$ cat src/hdl/qnlerp_pkg.sv
// Shared types and constants for the quaternion blend pipeline.
package qnlerp_pkg;

    localparam logic [31:0] ONE_Q30    = 32'd1073741824;
    localparam logic [31:0] TWO_Q30    = 32'd2147483648;
    localparam logic [31:0] THREE_Q30  = 32'd3221225472;
    localparam logic [31:0] SEG1_SLOPE = 32'd314491699;
    localparam logic [31:0] SEG2_BASE  = 32'd759250125;
    localparam logic [31:0] SEG2_SLOPE = 32'd111189606;
    localparam logic [15:0] BLEND_ONE  = 16'd32768;

    // Per-item sideband carried down the pipeline
    typedef struct packed {
        logic       zero;
        logic [5:0] shift;
        logic       hneg;
    } qn_ctl_t;

endpackage

$ cat src/hdl/qnlerp_lane.sv
// One component lane: blend and square.
module qnlerp_lane
    import qnlerp_pkg::*;
(
    input  logic               clk,
    input  logic               en,
    input  logic signed [15:0] a,
    input  logic signed [15:0] b,
    input  logic               neg,
    input  logic [15:0]        t,
    output logic signed [31:0] m,
    output logic [61:0]        sq
);
    logic signed [17:0] av;
    logic signed [18:0] d;
    logic signed [35:0] prod;
    logic signed [31:0] m_reg;
    logic signed [31:0] m_next;
    logic [61:0]        sq_reg;

    // Form the blended component a*1.0 + (b-a)*t, with a negated when neg is set
    always_comb
    begin
        av     = neg ? -18'(a) : 18'(a);
        d      = 19'(b) - 19'(av);
        prod   = 36'(d) * $signed({20'd0, t});
        m_next = 32'(36'(av) * 36'sd32768 + prod);
    end

    // Register the blend, then its square
    always_ff @(posedge clk)
    begin
        if (en)
        begin
            m_reg  <= m_next;
            sq_reg <= 62'(m_reg * m_reg);
        end
    end

    assign m  = m_reg;
    assign sq = sq_reg;
endmodule

$ cat config.mk
export PLATFORM = sky130hd
export DESIGN_NAME = qnlerp_lane
export DESIGN_NICKNAME = d
export VERILOG_FILES = /design/src/hdl/qnlerp_pkg.sv /design/src/hdl/qnlerp_lane.sv
export SDC_FILE = /design/constraint.sdc
export NUM_CORES = 2
export LEC_CHECK = 0
export ABC_AREA = 1
export BUFFER_PORTS_ARGS = -buffer_cell sky130_fd_sc_hd__clkbuf_2
export CORE_ASPECT_RATIO = 0.6
export CORE_MARGIN = 3
export CORE_UTILIZATION = 45
export DETAILED_ROUTE_END_ITERATION = 8
export SLEW_MARGIN = 25
export SYNTH_ARGS = -nofsm -noshare
export SYNTH_HDL_FRONTEND = slang
export SYNTH_SLANG_ARGS = --single-unit
export TNS_END_PERCENT = 30
$ cat constraint.sdc
create_clock -name clk -period 9 [get_ports clk]
set_clock_uncertainty 0.2 [all_clocks]
set_input_delay 1.8 -clock clk [delete_from_list [all_inputs] [get_ports clk]]
set_output_delay 1.8 -clock clk [all_outputs]
set_load 0.02 [all_outputs]
==> results.sh <==
export IMPL_crit_buf_inv=12
export IMPL_vias_per_cell=4.87
export IMPL_n_antenna_cell=0
export IMPL_cts_tree="done"
export IMPL_drv_max_cap_violation_count=0
export IMPL_synthCells=5527
export IMPL_cts_root_buffer="clkbuf_16"
export IMPL_syn_num_nets=7159
export IMPL_place_congestion=0.970
export IMPL_path_depth=39
export IMPL_dp_final_hpwl_um=126000
export IMPL_slew_headroom_pct=28.6
export IMPL_area_growth_pct=14.1
export IMPL_end_kind="flip-flop"
export IMPL_drt_wirelength_per_cell_um=19.3
export IMPL_initial_core_util_pct=45.7
export IMPL_async_flop_share_pct=0
export IMPL_clock_latency_ns=0.40
export IMPL_whs_path_depth=0
export IMPL_synth_seq_cells=93
export IMPL_h_tree_depth=3
export IMPL_ys_dominant_reg_cell="edfxtp_1"
export IMPL_drtAntennaViolNets=0
export IMPL_rsz0062_at_grt="yes"
export IMPL_yosysWarnings=0
export IMPL_tightest_slew_ns=1.07
export IMPL_worst_r2r_path_depth=30
export IMPL_drtIter0Drc=2861
export IMPL_routed_wl_um=143000
export IMPL_io_pins=145
export IMPL_vias=36100
export IMPL_finalCritPeriodShare_pct=99.9
export IMPL_required_ns=8.96
export IMPL_drc_errors=0
export IMPL_cp_slowest_cell="fa_1"
export IMPL_die_area_um2=112000
export IMPL_multi_input_area_um2=38800
export IMPL_syn_area_um2=48400
export IMPL_min_period_ns=8.99
export IMPL_grt_pass1_wl_um=227000
export IMPL_drv_slew=0
export IMPL_synth_cell_type_count=53
export IMPL_die_h_um=260
export IMPL_dp_slack_ns=-0.808
export IMPL_grt_overflow=0
export IMPL_avgSynthCellArea_um2=8.76
export IMPL_row_count=92
export IMPL_layout_drive_gt1_share_pct=14.6
export IMPL_fin_nets=7633
export IMPL_first_global_vias=38500
export IMPL_path_class="in2reg"
export IMPL_grt_max_degree=55
export IMPL_clock_sink_count=93
export IMPL_setup_tns_final_ns=0
export IMPL_seqCellArea_um2=2790
export IMPL_cp_max_fo=4
export IMPL_setup_viol=0
export IMPL_port_buffers=143
export IMPL_die_w_um=430
export IMPL_max_clock_freq_mhz=111
export IMPL_drtPass1Iterations=7
export IMPL_final_cell_mix="1904 x inv_1, 1275 x fa_1, 870 x nand2_1, 424 x buf_4, 273 x ha_1"
export IMPL_fillCellCount=9971
export IMPL_largest_reg_flops=61
export IMPL_hold_class="reg2reg"
export IMPL_crit_path_start_kind="input pin"
export IMPL_rrSetupSlack_ns=0.25
export IMPL_setup_slack_ns=0.00683
export IMPL_clk_path_buf_depth=2
export IMPL_critPathMostFrequentCell="inv_1"
export IMPL_layout_cells_most_common="inv_1"
export IMPL_ys_seq_area_share_pct=5.77
export IMPL_status="completed"
export IMPL_antenna_found_initial=0
export IMPL_synth_edf_count=93
export IMPL_grtUsageTotal_pct=26.7
export IMPL_path_clk_slew_ns=0.08
export IMPL_finalHoldViolCount=0
export IMPL_path_delay_family="adder cells"
export IMPL_slowest_delay_ns=0.57
export IMPL_worstPathArrival_ns=8.95
export IMPL_cts_buffers=9
export IMPL_core_um2=106000
==> routing by layer <==
metal	vias up	track usage (%)	routed length [um]
met4	2	2.69	1270
met1	18200	43.0	70600
met3	83	8.60	17100
li1	16400	-	-
met2	1427	35.3	54100
met5	-	0.949	149
==> final cells by class <==
class	count	share of cell area (%)
flip-flops and latches	93	5.05
clock buffers	9	0.407
well taps	1410	3.19
clock inverters	6	0.0702
inverters	1941	13.2
multi-input cells	3361	70.1
repair buffers	595	7.91
==> path summary, 6_finish.rpt <==
check,startpoint,end
worst max-delay path,a[0],m[31]$_DFFE_PP_
worst min-delay path,m[0]$_DFFE_PP_,sq[0]$_DFFE_PP_
worst max register to register,m[31]$_DFFE_PP_,sq[58]$_DFFE_PP_
worst min register to register,m[0]$_DFFE_PP_,sq[0]$_DFFE_PP_
==> cells in the mapped netlist (10+ instances only) <==
cell	instances	share of area, %
a31oi_1	13	0.17
inv_1	1926	15
nand3_1	73	0.75
ha_1	296	7.6
o21ai_0	64	0.66
nand4_1	11	0.14
inv_2	10	0.078
clkbuf_1	124	0.96
xnor2_1	72	1.3
nor2_1	291	2.3
nand3_2	14	0.29
fa_1	1285	53
a21o_1	19	0.29
or2_2	14	0.18
nand2_2	25	0.32
a21oi_1	117	1.2
edfxtp_1	93	5.8
nand2_1	902	7.0
xor2_1	71	1.3
==> kinds of logic after synthesis <==
logic type / Yosys count / synth area share, %
xor gates and xnor gates: 144 / 2.62
buffers and inverters: 2073 / 16.1
adders and majority gates: 1581 / 60.8
and+or+nand+nor: 1371 / 11.6
DFF: 93 / 5.77
other: 1 / 0.00774
AOI/OAI and AO/OA: 264 / 3.14
==> worst register-to-register path, delay by kind of cell (launching register included) <==
family          cells  cell delay [ns]
flops               1             0.50
simple gates        3             0.44
buf+inv             9             0.82
xor+xnor            1             0.17
compound gates      8             1.72
fa+ha+maj           9             4.64
==> repair_timing <==
item | 4_1_cts | 5_1_grt
pin swaps | 49 | 86
gates resized for setup | 79 | 148
hold buffers | 0 | 0
buffers inserted | 10 | 22
setup endpoints to repair | 13 | 20
==> through the flow <==
step,cells,utilization [%],area [um^2],hold WS (ns)
final,7415,52.2,55300,0.711
after global routing,7415,52.2,55300,0.714
after CTS,7394,51.5,54600,0.715
after detailed placement,7370,50.9,53900,0.712
after global placement,7370,50.9,53900,0.712
after floorplan,5527,-,48600,0.487
Power is left out: the tool's default activity adds up to more than one toggle a clock period on the data nets, which glitch-free logic cannot reach.
